`config.mk`:
```
export PLATFORM = sky130hd
export DESIGN_NAME = lru_page_replacement_flat
export DESIGN_NICKNAME = d
export VERILOG_FILES = /design/src/rtl/core/lru_pkg.sv /design/src/rtl/core/lru_if.sv /design/src/rtl/core/lru_ram.sv /design/src/rtl/core/lru_ctrl.sv /design/src/rtl/core/lru_dpath.sv /design/src/rtl/core/lru_page_replacement.sv /design/src/flat_wrapper.sv
export VERILOG_INCLUDE_DIRS = /design/src /design/src/rtl/core
export SDC_FILE = /design/constraint.sdc
export NUM_CORES = 1
export LEC_CHECK = 0
export BUFFER_PORTS_ARGS = -buffer_cell sky130_fd_sc_hd__buf_4
export CAP_MARGIN = 15
export CORE_ASPECT_RATIO = 1.5
export CORE_MARGIN = 8
export CORE_UTILIZATION = 59
export CTS_CLUSTER_SIZE = 16
export DETAILED_ROUTE_END_ITERATION = 7
export GPL_TIMING_DRIVEN = 0
export PLACE_DENSITY = 0.72
export SYNTH_ARGS = -nofsm -noshare
export SYNTH_HDL_FRONTEND = slang
export SYNTH_SLANG_ARGS = --single-unit
```
`constraint.sdc`:
```
create_clock -name clk -period 4.35 [get_ports clk]
set_clock_uncertainty 0.15 [all_clocks]
set_input_delay 0.2175 -clock clk [delete_from_list [all_inputs] [get_ports clk]]
set_output_delay 0.2175 -clock clk [all_outputs]
set_load 0.01 [all_outputs]
```
`src/rtl/core/assert_macros.svh`:
```
// Assertion helpers shared by the RTL modules.
`ifndef ASSERT_MACROS_SVH
`define ASSERT_MACROS_SVH

`ifndef NO_ASSERTIONS

// Checks a property on every rising clock edge outside reset.
`define ASSERT_CLK(label, clk, rst_n, prop, msg) \
    label: assert property (@(posedge clk) disable iff (!rst_n) (prop)) else $error(msg);

// Checks that a condition never holds on a rising clock edge outside reset.
`define ASSERT_NEVER(label, clk, rst_n, cond, msg) \
    label: assert property (@(posedge clk) disable iff (!rst_n) !(cond)) else $error(msg);

`else

`define ASSERT_CLK(label, clk, rst_n, prop, msg)
`define ASSERT_NEVER(label, clk, rst_n, cond, msg)

`endif

`endif

```
`src/rtl/core/lru_pkg.sv`:
```
`timescale 1ns / 1ps

package lru_pkg;

    localparam int FRAMES_DEF = 16;
    localparam int PAGE_W     = 8;
    localparam int RANK_W     = 4;
    localparam int IDX_OUT_W  = 4;
    localparam int CFG_W      = 5;

    localparam logic [CFG_W-1:0]  CFG_RESET = 5'd16;
    localparam logic [RANK_W-1:0] RANK_MAX  = 4'd15;

    typedef enum logic [2:0] {
        ST_IDLE,
        ST_SCAN,
        ST_SCAN_WAIT,
        ST_AGE,
        ST_AGE_WAIT,
        ST_DONE
    } state_t;

    typedef struct packed {
        logic start;
        logic scan_rd;
        logic age_rd;
        logic finish;
    } cmd_t;

    typedef struct packed {
        logic idx_last;
        logic out_free;
    } stat_t;

endpackage

```
`src/rtl/core/lru_if.sv`:
```
`timescale 1ns / 1ps

interface lru_page_if;
    import lru_pkg::*;

    logic              valid;
    logic              ready;
    logic [PAGE_W-1:0] page_id;

    modport source (output valid, output page_id, input ready);
    modport sink (input valid, input page_id, output ready);
endinterface

interface lru_result_if;
    import lru_pkg::*;

    logic                 valid;
    logic                 ready;
    logic                 hit;
    logic [IDX_OUT_W-1:0] frame_index;
    logic                 filled_empty;

    modport source (output valid, output hit, output frame_index, output filled_empty,
                    input ready);
    modport sink (input valid, input hit, input frame_index, input filled_empty,
                  output ready);
endinterface

interface lru_cfg_if;
    import lru_pkg::*;

    logic             valid;
    logic             ready;
    logic [CFG_W-1:0] data;

    modport source (output valid, output data, input ready);
    modport sink (input valid, input data, output ready);
endinterface

```
`src/rtl/core/lru_ram.sv`:
```
`timescale 1ns / 1ps

module lru_ram #(
    parameter int WIDTH = 8,
    parameter int DEPTH = 16
) (
    input  logic                     clk,
    input  logic                     we,
    input  logic [$clog2(DEPTH)-1:0] waddr,
    input  logic [WIDTH-1:0]         wdata,
    input  logic                     re,
    input  logic [$clog2(DEPTH)-1:0] raddr,
    output logic [WIDTH-1:0]         rdata
);

    logic [WIDTH-1:0] mem_reg [DEPTH];
    logic [WIDTH-1:0] rdata_reg;

    always_ff @(posedge clk)
    begin
        if (we)
        begin
            mem_reg[waddr] <= wdata;
        end
        if (re)
        begin
            rdata_reg <= mem_reg[raddr];
        end
    end

    assign rdata = rdata_reg;

endmodule

```
`src/rtl/core/lru_ctrl.sv`:
```
`timescale 1ns / 1ps
`include "assert_macros.svh"

module lru_ctrl (
    input  logic          clk,
    input  logic          rst_n,
    input  logic          in_valid,
    output logic          in_ready,
    input  lru_pkg::stat_t stat,
    output lru_pkg::cmd_t  cmd
);
    import lru_pkg::*;

    state_t state_reg;
    state_t state_next;

    always_ff @(posedge clk or negedge rst_n)
    begin
        if (!rst_n)
        begin
            state_reg <= ST_IDLE;
        end
        else
        begin
            state_reg <= state_next;
        end
    end

    always_comb
    begin
        state_next = state_reg;
        unique case (state_reg)
            ST_IDLE:
            begin
                if (in_valid)
                begin
                    state_next = ST_SCAN;
                end
            end
            ST_SCAN:
            begin
                if (stat.idx_last)
                begin
                    state_next = ST_SCAN_WAIT;
                end
            end
            ST_SCAN_WAIT:
            begin
                state_next = ST_AGE;
            end
            ST_AGE:
            begin
                if (stat.idx_last)
                begin
                    state_next = ST_AGE_WAIT;
                end
            end
            ST_AGE_WAIT:
            begin
                state_next = ST_DONE;
            end
            ST_DONE:
            begin
                if (stat.out_free)
                begin
                    state_next = ST_IDLE;
                end
            end
            default:
            begin
                state_next = ST_IDLE;
            end
        endcase
    end

    always_comb
    begin
        cmd      = '0;
        in_ready = 1'b0;
        unique case (state_reg)
            ST_IDLE:
            begin
                in_ready  = 1'b1;
                cmd.start = in_valid;
            end
            ST_SCAN:
            begin
                cmd.scan_rd = 1'b1;
            end
            ST_AGE:
            begin
                cmd.age_rd = 1'b1;
            end
            ST_DONE:
            begin
                cmd.finish = stat.out_free;
            end
            default:
            begin
                cmd = '0;
            end
        endcase
    end

    `ASSERT_CLK(a_cmd_onehot, clk, rst_n, $onehot0(cmd), "more than one command at once")
    `ASSERT_CLK(a_start_scan, clk, rst_n, cmd.start |=> cmd.scan_rd, "scan did not follow start")
    `ASSERT_CLK(a_scan_end, clk, rst_n, (cmd.scan_rd && stat.idx_last) |=> !cmd.scan_rd,
                "scan ran past the last frame")

endmodule

```
`src/rtl/core/lru_dpath.sv`:
```
`timescale 1ns / 1ps
`include "assert_macros.svh"

module lru_dpath #(
    parameter int FRAMES = lru_pkg::FRAMES_DEF
) (
    input  logic                          clk,
    input  logic                          rst_n,
    input  logic [lru_pkg::PAGE_W-1:0]    page_id,
    input  logic                          cfg_we,
    input  logic [lru_pkg::CFG_W-1:0]     cfg_data,
    input  lru_pkg::cmd_t                 cmd,
    output lru_pkg::stat_t                stat,
    input  logic                          out_ready,
    output logic                          out_valid,
    output logic                          out_hit,
    output logic [lru_pkg::IDX_OUT_W-1:0] out_frame_index,
    output logic                          out_filled_empty
);
    import lru_pkg::*;

    localparam int IW    = $clog2(FRAMES);
    localparam int CNT_W = ($clog2(FRAMES + 1) > CFG_W) ? $clog2(FRAMES + 1) : CFG_W;
    localparam int WORD_W = RANK_W + PAGE_W;

    logic [CFG_W-1:0]  fiu_reg;
    logic [FRAMES-1:0] valid_reg;
    logic              out_valid_reg;

    logic [PAGE_W-1:0] page_reg;
    logic [IW-1:0]     last_reg;
    logic [IW-1:0]     idx_reg;
    logic [IW-1:0]     rd_idx_reg;
    logic              pend_scan_reg;
    logic              pend_age_reg;
    logic              hit_found_reg;
    logic [IW-1:0]     hit_idx_reg;
    logic [RANK_W-1:0] hit_rank_reg;
    logic              empty_found_reg;
    logic [IW-1:0]     empty_idx_reg;
    logic [IW-1:0]     best_idx_reg;
    logic [RANK_W-1:0] best_rank_reg;
    logic              out_hit_reg;
    logic [IDX_OUT_W-1:0] out_idx_reg;
    logic              out_filled_reg;

    logic [CNT_W-1:0]  fiu_ext;
    logic [CNT_W-1:0]  cnt;
    logic [IW-1:0]     last_next;
    logic [WORD_W-1:0] rd_data;
    logic [RANK_W-1:0] rd_rank;
    logic [PAGE_W-1:0] rd_page;
    logic              rd_valid;
    logic [IW-1:0]     tgt;
    logic [RANK_W-1:0] old_rank;
    logic [RANK_W-1:0] new_rank;
    logic [PAGE_W-1:0] new_page;
    logic              rd_en;

    // The active frame count is clamped to one at the low end and to the table size.
    always_comb
    begin
        fiu_ext = CNT_W'(fiu_reg);
        cnt     = fiu_ext;
        if (fiu_ext == '0)
        begin
            cnt = CNT_W'(1);
        end
        else if (fiu_ext > CNT_W'(FRAMES))
        begin
            cnt = CNT_W'(FRAMES);
        end
        last_next = IW'(cnt - CNT_W'(1));
    end

    assign rd_en   = cmd.scan_rd | cmd.age_rd;
    assign rd_rank = rd_data[PAGE_W +: RANK_W];
    assign rd_page = rd_data[PAGE_W-1:0];
    assign rd_valid = valid_reg[rd_idx_reg];

    // Frame that this request touches and the rank it held before.
    always_comb
    begin
        if (hit_found_reg)
        begin
            tgt      = hit_idx_reg;
            old_rank = hit_rank_reg;
        end
        else if (empty_found_reg)
        begin
            tgt      = empty_idx_reg;
            old_rank = RANK_MAX;
        end
        else
        begin
            tgt      = best_idx_reg;
            old_rank = best_rank_reg;
        end
    end

    always_comb
    begin
        new_rank = rd_rank;
        new_page = rd_page;
        if (rd_idx_reg == tgt)
        begin
            new_rank = '0;
            new_page = page_reg;
        end
        else if (rd_valid && (rd_rank < old_rank) && (rd_rank != RANK_MAX))
        begin
            new_rank = rd_rank + RANK_W'(1);
        end
    end

    lru_ram #(
        .WIDTH(WORD_W),
        .DEPTH(FRAMES)
    ) u_frame_ram (
        .clk  (clk),
        .we   (pend_age_reg),
        .waddr(rd_idx_reg),
        .wdata({new_rank, new_page}),
        .re   (rd_en),
        .raddr(idx_reg),
        .rdata(rd_data)
    );

    always_ff @(posedge clk or negedge rst_n)
    begin
        if (!rst_n)
        begin
            fiu_reg       <= CFG_RESET;
            valid_reg     <= '0;
            out_valid_reg <= 1'b0;
            pend_scan_reg <= 1'b0;
            pend_age_reg  <= 1'b0;
        end
        else
        begin
            if (cfg_we)
            begin
                fiu_reg <= cfg_data;
            end
            pend_scan_reg <= cmd.scan_rd;
            pend_age_reg  <= cmd.age_rd;
            if (cmd.finish && !hit_found_reg && empty_found_reg)
            begin
                valid_reg[empty_idx_reg] <= 1'b1;
            end
            if (cmd.finish)
            begin
                out_valid_reg <= 1'b1;
            end
            else if (out_ready)
            begin
                out_valid_reg <= 1'b0;
            end
        end
    end

    always_ff @(posedge clk)
    begin
        if (cmd.start)
        begin
            page_reg        <= page_id;
            last_reg        <= last_next;
            idx_reg         <= '0;
            hit_found_reg   <= 1'b0;
            empty_found_reg <= 1'b0;
        end
        else if (rd_en)
        begin
            if (idx_reg == last_reg)
            begin
                idx_reg <= '0;
            end
            else
            begin
                idx_reg <= idx_reg + IW'(1);
            end
        end
        if (rd_en)
        begin
            rd_idx_reg <= idx_reg;
        end
        if (pend_scan_reg)
        begin
            if (rd_valid && (rd_page == page_reg) && !hit_found_reg)
            begin
                hit_found_reg <= 1'b1;
                hit_idx_reg   <= rd_idx_reg;
                hit_rank_reg  <= rd_rank;
            end
            if (!rd_valid && !empty_found_reg)
            begin
                empty_found_reg <= 1'b1;
                empty_idx_reg   <= rd_idx_reg;
            end
            if ((rd_idx_reg == '0) || (rd_rank > best_rank_reg))
            begin
                best_idx_reg  <= rd_idx_reg;
                best_rank_reg <= rd_rank;
            end
        end
        if (cmd.finish)
        begin
            out_hit_reg    <= hit_found_reg;
            out_idx_reg    <= IDX_OUT_W'(tgt);
            out_filled_reg <= !hit_found_reg && empty_found_reg;
        end
    end

    assign stat.idx_last    = (idx_reg == last_reg);
    assign stat.out_free    = !out_valid_reg || out_ready;
    assign out_valid        = out_valid_reg;
    assign out_hit          = out_hit_reg;
    assign out_frame_index  = out_idx_reg;
    assign out_filled_empty = out_filled_reg;

    `ASSERT_CLK(a_finish_out, clk, rst_n, cmd.finish |=> out_valid_reg,
                "finished request did not reach the output")
    `ASSERT_NEVER(a_hit_fill, clk, rst_n, out_valid_reg && out_hit_reg && out_filled_reg,
                  "result reports both a hit and a fill")
    `ASSERT_CLK(a_idx_range, clk, rst_n, rd_en |-> (idx_reg <= last_reg),
                "frame walk beyond the active count")

endmodule

```
`src/rtl/core/lru_page_replacement.sv`:
```
`timescale 1ns / 1ps

// LRU page frame table. Each request on the page channel carries one page number and
// produces exactly one result: whether the page was resident, the frame that now holds it,
// and whether a miss filled an empty frame. A request walks the first N frames, where N
// is the active frame count from the configuration register (clamped to 1..FRAMES): the
// frame store sits in a single RAM that is walked once to find a hit, the first empty frame
// and the oldest frame, and walked again to age the ranks and write the touched frame. The
// result waits in an output register, so the next request is taken while it is pending.
// The configuration register is written through its own channel and should only be changed
// while no request is in flight.
module lru_page_replacement #(
    parameter int FRAMES = lru_pkg::FRAMES_DEF
) (
    input  logic   clk,
    input  logic   rst_n,
    lru_page_if.sink     page,
    lru_result_if.source result,
    lru_cfg_if.sink      cfg
);
    import lru_pkg::*;

    cmd_t  cmd;
    stat_t stat;
    logic  in_ready;

    assign page.ready = in_ready;
    assign cfg.ready  = 1'b1;

    lru_ctrl u_ctrl (
        .clk     (clk),
        .rst_n   (rst_n),
        .in_valid(page.valid),
        .in_ready(in_ready),
        .stat    (stat),
        .cmd     (cmd)
    );

    lru_dpath #(
        .FRAMES(FRAMES)
    ) u_dpath (
        .clk             (clk),
        .rst_n           (rst_n),
        .page_id         (page.page_id),
        .cfg_we          (cfg.valid),
        .cfg_data        (cfg.data),
        .cmd             (cmd),
        .stat            (stat),
        .out_ready       (result.ready),
        .out_valid       (result.valid),
        .out_hit         (result.hit),
        .out_frame_index (result.frame_index),
        .out_filled_empty(result.filled_empty)
    );

endmodule

```
`src/flat_wrapper.sv`:
```
// flat-port wrapper written by rule: the top's interface ports become plain ports
module lru_page_replacement_flat import lru_pkg::*;
#(
    parameter int FRAMES = lru_pkg::FRAMES_DEF
)
  (clk, rst_n, page_valid, page_page_id, page_ready, result_valid, result_hit, result_frame_index, result_filled_empty, result_ready, cfg_valid, cfg_data, cfg_ready);
  lru_page_if page_i ();
  lru_result_if result_i ();
  lru_cfg_if cfg_i ();
  input  logic clk;
  input  logic rst_n;
  input wire logic [$bits(page_i.valid)-1:0] page_valid;
  input wire logic [$bits(page_i.page_id)-1:0] page_page_id;
  output wire logic [$bits(page_i.ready)-1:0] page_ready;
  output wire logic [$bits(result_i.valid)-1:0] result_valid;
  output wire logic [$bits(result_i.hit)-1:0] result_hit;
  output wire logic [$bits(result_i.frame_index)-1:0] result_frame_index;
  output wire logic [$bits(result_i.filled_empty)-1:0] result_filled_empty;
  input wire logic [$bits(result_i.ready)-1:0] result_ready;
  input wire logic [$bits(cfg_i.valid)-1:0] cfg_valid;
  input wire logic [$bits(cfg_i.data)-1:0] cfg_data;
  output wire logic [$bits(cfg_i.ready)-1:0] cfg_ready;
  assign page_i.valid = page_valid;
  assign page_i.page_id = page_page_id;
  assign page_ready = page_i.ready;
  assign result_valid = result_i.valid;
  assign result_hit = result_i.hit;
  assign result_frame_index = result_i.frame_index;
  assign result_filled_empty = result_i.filled_empty;
  assign result_i.ready = result_ready;
  assign cfg_i.valid = cfg_valid;
  assign cfg_i.data = cfg_data;
  assign cfg_ready = cfg_i.ready;
  lru_page_replacement #(.FRAMES(FRAMES)) u_core (.clk(clk), .rst_n(rst_n), .page(page_i), .result(result_i), .cfg(cfg_i));
endmodule
```
==> results of run 1 <==
[power groups by stage]
| stage | sequential (mW) | combinational, mW | clock, mW |
|---|---|---|---|
| 6_report | 4.10 | 2.65 | 2.21 |
| 5_1_grt | 4.14 | 2.84 | 2.35 |
| 4_1_cts | 4.10 | 2.65 | 2.25 |
| 2_1_floorplan | 4.05 | 1.80 | 0 |
| 3_5_place_dp | 4.15 | 2.62 | 0 |
| 3_3_place_gp | 4.12 | 2.45 | 0 |
[layer usage]
metal	global-route usage (%)	vias to the layer above
li1	-	2462
met1	23.3	2975
met2	38.1	204
met3	3.12	45
met4	8.45	0
met5	0	-
[cells in the final DEF (no fill, tap or decap), drive strengths merged, types with 5 or more instances in the layout]
cell | netlist | routed
a21o | 8 | 8
a21oi | 7 | 7
buf | 13 | 55
clkbuf | 14 | 55
dfrtp | 26 | 26
dfxtp | 6 | 6
dlygate4sd3 | 0 | 22
edfxtp | 246 | 246
ha | 10 | 10
inv | 8 | 8
mux2 | 13 | 13
mux2i | 5 | 5
mux4 | 65 | 65
nand2 | 14 | 14
nand2b | 8 | 8
nand3b | 5 | 5
nor2 | 32 | 32
nor2b | 7 | 7
nor3 | 8 | 8
o21ai | 8 | 8
o21bai | 9 | 9
xnor2 | 7 | 7
xor2 | 14 | 14
[kinds of logic (layout without fill, tap and decap cells)]
kind of cell	count (synthesis)	after routing	synth area share (%)
mux	83	83	15.0
flops	279	279	73.5
xor+xnor	21	21	1.65
other cells	1	1	0.0337
compound gates	44	44	2.70
fa+ha+maj	10	10	1.12
simple gates	96	96	4.58
buf+inv	35	146	1.43
[critical path: stages (launching register included)]
cell,delay (ns)
edfxtp_1,0.39
clkbuf_1,0.56
mux4_1,0.44
mux4_2,0.59
nand4_1,0.18
xor2_1,0.15
nor2_1,0.73
[area by class of cell]
type	instances	area (um2)	area share (%)
timing repair buffer	64	597	4.63
multi-input combinational	255	2820	21.8
sequential	279	8180	63.5
buffer	27	129	0.999
clock buffer	41	748	5.80
inverter	8	30.0	0.233
tap	252	315	2.44
clock inverter	6	77.6	0.602
[what timing repair did]
action / CTS / global route
hold buffers: 23 / 0
buffers inserted: 0 / 0
endpoints found under the hold margin: 44 / 0
[per-stage QoR]
step	instances	hold WS (ns)	worst slack (ns)	util [%]
5_1_grt	932	0.277	0.576	69.5
2_1_floorplan	569	-0.228	1.70	-
4_1_cts	930	0.261	0.802	69.4
3_5_place_dp	860	-0.00227	0.867	63.7
6_report	932	0.274	0.813	69.5
3_3_place_gp	846	-0.0129	0.931	62.8
[worst max-delay path by stage]
| stage | startpoint | endpoint |
|---|---|---|
| finish | u_core.u_dpath.rd_idx_reg[3] | u_core.u_dpath.u_frame_ram.mem_reg[15][11] |
| global route | u_core.u_dpath.rd_idx_reg[3] | u_core.u_dpath.u_frame_ram.mem_reg[15][11] |
| CTS | u_core.u_dpath.rd_idx_reg[3] | u_core.u_dpath.u_frame_ram.mem_reg[15][11] |
| detailed placement | u_core.u_dpath.rd_idx_reg[3] | u_core.u_dpath.u_frame_ram.mem_reg[6][11] |
| global placement | u_core.u_dpath.rd_idx_reg[3] | u_core.u_dpath.u_frame_ram.mem_reg[8][5] |
| floorplan | u_core.u_dpath.hit_found_reg | u_core.u_dpath.u_frame_ram.mem_reg[0][10] |
==> flow_summary_export.csv, run 1 <==
group,metric,value,unit
run_status,status,"finished clean",
worst_setup_path,startpoint_type,"flop",
min_path,hold_class,"primary input to flop",
logic_synthesis,synth_area_leaders,"edfxtp_1 (66%), mux4_2 (13%), dfrtp_1 (5.8%)",
logic_synthesis,syn_inst,569,
clock_tree,clk_pin_slew,0.06,ns
detailed_routing,top_layer,"met4",
worst_setup_path,crit_fanout,16,
logic_synthesis,async_reset_ff_share,9.68,%
floorplanning,die_h,184,um
detailed_routing,drc,0,
logic_synthesis,synthMostInstantiatedCell,"edfxtp_1",
clock_tree,cts_buffers,26,
sta,tightest_slew,1.11,ns
worst_setup_path,crit_required,4.39,ns
placed_design,gp_congestion,0.794,
sta,min_period_over_period,81.3,%
floorplanning,pin_count,27,
layout,drive_gt1_share,25.7,%
sta,setup_tns,0,ns
detailed_routing,wl_met2,13200,um
clock_tree,cts_max_level,1,
worst_setup_path,r2r_end,"u_core.u_dpath.u_frame_ram.mem_reg[15][11]",
detailed_routing,dr_wl_met3,1150,um
clock_tree,cts_resized,0,
clock_tree,cts_tree,"yes",
placed_design,placed_cell_area,11800,um2
logic_synthesis,yosys_warnings,0,
power,finalPower,8.96,mW
sta,fin_crit,3.54,ns
min_path,whs_endpoint,"u_core.u_dpath.page_reg[1]",
placed_design,dp_hpwl,15800,um
clock_tree,clkSinkCount,279,
layout,fin_nets,689,
power,power_density,695,nW/um2
global_route,grt_pass1_vias,6111,
clock_tree,cts_root_buf,"clkbuf_16",
global_route,antenna_found_initial,0,
worst_setup_path,r2r_start,"u_core.u_dpath.rd_idx_reg[3]",
detailed_routing,drt_first_pass_iters,4,
job,max_cap_viol_count,0,
placed_design,portBuffers,25,
logic_synthesis,syn_area_per_cell,19.6,um2
floorplanning,core-area,18500,um2
worst_setup_path,rr_worst_depth,6,
detailed_routing,via_per_inst,6.10,
worst_setup_path,reg2reg_setup_slack,0.81,ns
logic_synthesis,synth_seq_cells,279,
logic_synthesis,ys_types,50,
global_route,grt_overflow,0,
logic_synthesis,synth_commonest_cells,"edfxtp_1 (246), mux4_2 (62), nor2_1 (31)",
global_route,grt_usage,20.7,%
logic_synthesis,synth_edf_count,246,
power,total_leakage_power,4.49,nW
power,ir_worst_vdd,0.000390,V
min_path,holdCritStartpoint,"page_page_id[1]",
sta,timing.fmax,283,MHz
detailed_routing,wirelength,23600,um
logic_synthesis,synth_area,11100,um2
sta,slew_viol_final,0,
floorplanning,dieArea,23600,um2
min_path,hold_depth,2,
detailed_routing,drt-met1-wl,8490,um
power,comb_power_share,29.6,%
floorplanning,row_count,61,
power,p_switching,2.73,mW
clock_tree,cts_buffer_depth,3,
floorplanning,start_util,60.1,%
detailed_routing,drt_iter0_drc,564,
worst_setup_path,crit_type,"flop to flop",
detailed_routing,vias,5686,
worst_setup_path,end_kind,"flop",
power,seqPwrFrac,45.8,%
clock_tree,insertion_delay,0.52,ns
logic_synthesis,synth_ff_type,"edfxtp_1",
logic_synthesis,syn_nets,597,
logic_synthesis,ys_seq_area_share,73.5,%
power,internal-power,6.24,mW
sta,setup_viol,0,
floorplanning,chipWidth,128,um
layout,largest_reg_flops,192,
power,swShare,30.4,%
sta,rsz0062_at_grt,"false",
worst_setup_path,critPathArrivalTime,3.58,ns
detailed_routing,drtAntennaViolNets,0,
layout,fin_area,12900,um2
detailed_routing,wl_per_cell,25.3,um
power,clockPowerShare,24.7,%
global_route,grt_first_pass_wirelength,36100,um
logic_synthesis,synth_top_area_share,66.3,%
logic_synthesis,yosys.area.top_type,"edfxtp_1",
sta,final-hold-violation-count,0,
layout,n_fill_cell,1173,
sta,slew_headroom,26.0,%
layout,flow.area_growth_from_synthesis,15.8,%
global_route,grt_max_degree,26,
layout,insertedDiodeCount,0,
No activity file was read; power rests on OpenSTA's default activity.
==> inputs of run 2 (changes only) <==
Settings changed: CORE_UTILIZATION 59 to 56, PLACE_DENSITY 0.72 to 0.71.
Clock period 4.35 ns to 3 ns, I/O delays scaled along.
==> run 2 against run 1 <==
  * Combinational power up 49%
  * Register-to-register slack worse by 0.66 ns
  * First-iteration DRC count up 11%
  * Global-route usage down 0.83 points
  * Cell count up 0.43%
  * Clock power up 41%
  * Sequential cell count unchanged
  * Sequential power up 45%
  * Fmax up 24%
  * Highest routed layer unchanged
  * Routed wire length up 3.7%
  * Worst hold slack worse by 0.068 ns
  * Largest power group unchanged
  * Largest cell class unchanged
==> flow_summary_export.csv, run 2 (synthesis results as in run 1) <==
group,metric,value,unit
layout,flow.area_growth_from_synthesis,16.1,%
sta,setup_viol,0,
worst_setup_path,startpoint_type,"flop",
worst_setup_path,cp-startpoint,"u_core.u_dpath.rd_idx_reg[1]",
floorplanning,chipWidth,131,um
clock_tree,insertion_delay,0.52,ns
clock_tree,cts_buffer_depth,3,
job,max_cap_viol_count,0,
global_route,antenna_found_initial,0,
clock_tree,cts_root_buf,"clkbuf_16",
detailed_routing,vias,5703,
clock_tree,clk_pin_slew,0.06,ns
detailed_routing,wirelength,24500,um
power,internal-power,8.99,mW
placed_design,portBuffers,25,
global_route,grt_pass1_vias,6156,
detailed_routing,drt_iter0_drc,626,
floorplanning,pin_count,27,
layout,n_fill_cell,1254,
worst_setup_path,critPathArrivalTime,2.94,ns
worst_setup_path,crit_required,3.09,ns
sta,rsz0062_at_grt,"false",
sta,min_period_over_period,95.0,%
clock_tree,cts_max_level,1,
layout,final_common_cell,"edfxtp_1",
detailed_routing,via_per_inst,6.09,
placed_design,gp_congestion,0.824,
power,ir_worst_vdd,0.000582,V
power,total_leakage_power,4.48,nW
layout,insertedDiodeCount,0,
worst_setup_path,crit_chain,"buf_4 -> mux4_1 -> mux4_2 -> nand4_1 -> xor2_2 -> nor2_4",
layout,fin_cells,936,
power,swShare,31.0,%
placed_design,dp.cells,868,
floorplanning,die_h,189,um
clock_tree,cts_tree,"yes",
sta,holdWs,0.206,ns
sta,slew_viol_final,0,
sta,timing.fmax,351,MHz
power,comb_power_share,30.4,%
power,seqPwrFrac,45.6,%
detailed_routing,wl_per_cell,26.1,um
sta,slew_headroom,29.9,%
worst_setup_path,cp_slowest_cell,"mux4_2",
worst_setup_path,cp_top_family,"multiplexers",
worst_setup_path,crit_type,"flop to flop",
power,clockPowerShare,24.0,%
power,p_switching,4.03,mW
run_status,status,"finished clean",
clock_tree,clkSinkCount,279,
global_route,grt_overflow,0,
layout,fin_nets,687,
layout,drive_gt1_share,27.7,%
worst_setup_path,cpPeakStageDelay,0.58,ns
layout,largest_reg_flops,192,
worst_setup_path,end_kind,"flop",
global_route,grt_usage,19.9,%
sta,fin_crit,2.85,ns
global_route,grt_first_pass_wirelength,36900,um
floorplanning,row_count,63,
min_path,hold_class,"primary input to flop",
clock_tree,cts_buffers,25,
layout,most-common-layout-cells,"edfxtp_1 (246), mux4_2 (62), buf_4 (35)",
min_path,holdCritStartpoint,"page_page_id[2]",
power,power_density,1010,nW/um2
placed_design,dp_hpwl,16400,um
detailed_routing,drt_first_pass_iters,7,
floorplanning,core-area,19600,um2
worst_setup_path,critPathBufInv,1,
sta,final-hold-violation-count,0,
global_route,grt_max_degree,27,
floorplanning,dieArea,24800,um2
worst_setup_path,crit_fanout,16,
detailed_routing,drc,0,
floorplanning,start_util,56.7,%
detailed_routing,drtAntennaViolNets,0,
worst_setup_path,r2r_start,"u_core.u_dpath.rd_idx_reg[1]",
sta,tightest_slew,1.04,ns
[run 2: layer usage]
layer  GRT usage, %  share of wire [%]
met1           21.8                 36
met2           38.0                 56
met3           2.61                5.3
met5              0                  0
met4           7.36                2.8
[run 2: final timing paths]
| check | slack, ns | end | cells after the start |
|---|---|---|---|
| max in group asynchronous | 2.03 | u_core.u_dpath.valid_reg[1] | 4 |
| min reg2reg | 0.27 | u_core.u_dpath.out_hit | 0 |
| max reg2reg | 0.15 | u_core.u_dpath.u_frame_ram.mem_reg[1][11] | 6 |
| max | 0.15 | u_core.u_dpath.u_frame_ram.mem_reg[1][11] | 6 |
| min | 0.21 | u_core.u_dpath.page_reg[2] | 2 |
| min in group asynchronous | 0.52 | u_core.u_dpath.valid_reg[10] | 4 |
[run 2: stage by stage]
| stage | util, % | total power, mW | setup slack (ns) | area [um2] | setup TNS, ns |
|---|---|---|---|---|---|
| 6_report | 65.9 | 13.0 | 0.150 | 12900 | 0 |
| 4_1_cts | 65.7 | 13.1 | 0.0168 | 12900 | 0 |
| 3_5_place_dp | 60.2 | 9.87 | -0.415 | 11800 | -19.72 |
| 2_1_floorplan | - | 8.48 | 0.346 | 11100 | 0 |
| 5_1_grt | 65.9 | 13.5 | 0.0129 | 12900 | 0 |
| 3_3_place_gp | 59.4 | 9.54 | -0.621 | 11700 | -33.48 |
[run 2: power groups by stage]
| stage | Sequential (mW) | Clock [mW] | Combinational [mW] |
|---|---|---|---|
| 3_3_place_gp | 5.98 | 0 | 3.56 |
| 4_1_cts | 5.95 | 3.16 | 3.95 |
| 5_1_grt | 6.00 | 3.30 | 4.25 |
| 3_5_place_dp | 6.02 | 0 | 3.84 |
| 6_report | 5.94 | 3.12 | 3.96 |
| 2_1_floorplan | 5.88 | 0 | 2.61 |
[run 2: what timing repair did]
action                     in CTS  in global routing
buffers inserted                0                  2
gates resized for setup        12                  2
hold buffers                   23                  0
setup endpoints to repair      88                144
pin swaps                       0                  0
hold endpoints to repair       45                  0
[run 2: worst reg2reg max path, cell delays in order (launching register included)]
cell and delay, ns:
edfxtp_1 0.44, buf_4 0.18, mux4_1 0.57, mux4_2 0.58
nand4_1 0.20, xor2_2 0.32, nor2_4 0.14
[run 2: final cells by class]
class / count / area [um2] / share of cell area [%]
tap: 260 / 325 / 2.52
multi-input combinational: 255 / 2880 / 22.3
clock buffer: 26 / 629 / 4.87
clock inverter: 18 / 164 / 1.27
buffer: 26 / 134 / 1.04
sequential: 279 / 8180 / 63.3
inverter: 8 / 30.0 / 0.232
timing repair buffer: 64 / 586 / 4.53
==> inputs of run 3 (changes only) <==
Settings changed: PLACE_DENSITY 0.71 to 0.85.
==> run 3 against run 2 <==
  * Register-to-register slack got worse by 0.03 ns
  * Combinational power barely moved
  * Sequential cell count did not move
  * Power rose by 0.63%
  * Routed wire length rose by 0.34%
  * Global-route usage fell by 0.49 points
  * Sequential power barely moved
  * Worst hold slack got worse by 0.0039 ns
  * Largest cell class unchanged
==> flow_summary_export.csv, run 3 (synthesis results as in run 1) <==
group,metric,value,unit
global_route,antenna_found_initial,0,
sta,tightest_slew,0.935,ns
layout,largest_reg_flops,192,
layout,fin_area,13000,um2
worst_setup_path,crit_chain,"buf_4 -> mux4_1 -> mux4_2 -> nand4_1 -> xor2_1 -> nor2_4",
detailed_routing,via_per_inst,6.28,
worst_setup_path,crit_type,"flop to flop",
layout,drive_gt1_share,28.1,%
placed_design,gp_congestion,0.830,
clock_tree,clk_pin_slew,0.07,ns
detailed_routing,drc,0,
worst_setup_path,cp_top_family,"multiplexers",
sta,setup_viol,0,
detailed_routing,vias,5893,
floorplanning,chipWidth,131,um
floorplanning,pin_count,27,
sta,fin_crit,2.88,ns
power,finalPower,13.1,mW
sta,final-hold-violation-count,0,
detailed_routing,drt_first_pass_iters,5,
clock_tree,cts_root_buf,"clkbuf_16",
layout,fin_nets,689,
job,max_cap_viol_count,0,
global_route,grt_first_pass_wirelength,37000,um
detailed_routing,wl_met2,13700,um
detailed_routing,wl_per_cell,26.1,um
min_path,hold_class,"primary input to flop",
sta,slew_viol_final,0,
global_route,grt_usage,19.4,%
worst_setup_path,cp_slowest_cell,"mux4_2",
floorplanning,die_h,189,um
floorplanning,core-area,19600,um2
layout,most-common-layout-cells,"edfxtp_1 (246), mux4_2 (62), buf_4 (33)",
worst_setup_path,startpoint_type,"flop",
worst_setup_path,critPathArrivalTime,2.97,ns
power,seqPwrFrac,45.6,%
worst_setup_path,reg2reg_setup_slack,0.12,ns
detailed_routing,drtAntennaViolNets,0,
sta,layout_setup_ws,0.120,ns
worst_setup_path,end_kind,"flop",
detailed_routing,wirelength,24500,um
global_route,grt_overflow,0,
worst_setup_path,crit_required,3.09,ns
power,ir_worst_vdd,0.000593,V
clock_tree,insertion_delay,0.53,ns
floorplanning,dieArea,24800,um2
layout,final_common_cell,"edfxtp_1",
clock_tree,cts_tree,"yes",
floorplanning,start_util,56.7,%
layout,insertedDiodeCount,0,
layout,flow.area_growth_from_synthesis,16.3,%
placed_design,portBuffers,25,
placed_design,dp_hpwl,16100,um
sta,rsz0062_at_grt,"false",
sta,timing.fmax,347,MHz
sta,slew_headroom,37.7,%
clock_tree,cts_buffer_depth,3,
detailed_routing,drt-met1-wl,8430,um
detailed_routing,dr_wl_met3,1410,um
floorplanning,row_count,63,
worst_setup_path,cpPeakStageDelay,0.60,ns
detailed_routing,top_layer,"met4",
worst_setup_path,critPathBufInv,1,
worst_setup_path,crit_fanout,16,
power,comb_power_share,30.3,%
power,clockPowerShare,24.1,%
run_status,status,"finished clean",
placed_design,placed_cell_area,11700,um2
clock_tree,clkSinkCount,279,
global_route,grt_pass1_vias,6238,
sta,min_period_over_period,96.0,%
power,p_switching,4.11,mW
clock_tree,cts_buffers,24,
clock_tree,cts_max_level,1,
power,internal-power,9.00,mW
global_route,grt_max_degree,27,
placed_design,pre_cts_ws,-0.416,ns
power,swShare,31.3,%
power,power_density,1010,nW/um2
power,total_leakage_power,4.52,nW
detailed_routing,drt_iter0_drc,450,
## run 3: worst paths after layout
| kind | to | depth (start not counted) | start |
|---|---|---|---|
| worst max-delay path | u_core.u_dpath.u_frame_ram.mem_reg[7][10] | 6 | u_core.u_dpath.rd_idx_reg[1] |
| worst min-delay path | u_core.u_dpath.page_reg[6] | 2 | page_page_id[6] |
| worst max register to register | u_core.u_dpath.u_frame_ram.mem_reg[7][10] | 6 | u_core.u_dpath.rd_idx_reg[1] |
| worst min register to register | u_core.u_dpath.out_hit | 0 | u_core.u_dpath.hit_found_reg |
| max in group asynchronous | u_core.u_dpath.valid_reg[12] | 4 | rst_n |
| min in group asynchronous | u_core.u_ctrl.state_reg[2] | 4 | rst_n |
## run 3: per-stage QoR
step           TNS [ns]  utilization, %  instances  hold slack [ns]
4_1_cts               0            65.2        927            0.194
6_report              0            66.0        939            0.202
3_3_place_gp     -15.72            59.4        854          -0.0804
2_1_floorplan         0               -        569           -0.296
3_5_place_dp     -18.36            59.7        858          -0.0637
5_1_grt               0            66.0        939            0.201
## run 3: area by class of cell
type	instances	area (um2)
clock inverters	11	119
plain buffers	26	128
fillers	1149	6670
multi-input cells	255	2860
inverters	8	30.0
well taps	260	325
clock buffers	33	694
flip-flops and latches	279	8180
repair buffers	67	617
## run 3: worst reg2reg max path, stage by stage, from the launching register on
cell and delay (ns):
edfxtp_1 0.42, buf_4 0.17, mux4_1 0.58, mux4_2 0.60, nand4_1 0.16, xor2_1 0.36, nor2_4 0.16
## run 3: routing by layer
layer,vias to the layer above,GRT usage (%)
met1,3073,20.8
met5,-,0
met3,64,2.88
met4,0,9.51
met2,298,36.3
li1,2458,-
## run 3: timing repair
action / in CTS / in global routing
endpoints found under the setup margin: 72 / 151
setup buffers: 2 / 0
hold endpoints to repair: 45 / 0
hold buffers: 23 / 0
resized for setup: 6 / 7
## run 3: power groups by stage
stage	Combinational, mW	Clock [mW]	Sequential, mW
detailed placement	3.74	0	6.03
floorplan	2.61	0	5.88
CTS	3.88	3.18	5.94
finish	3.98	3.16	5.97
global route	4.24	3.32	6.01
global placement	3.45	0	5.96
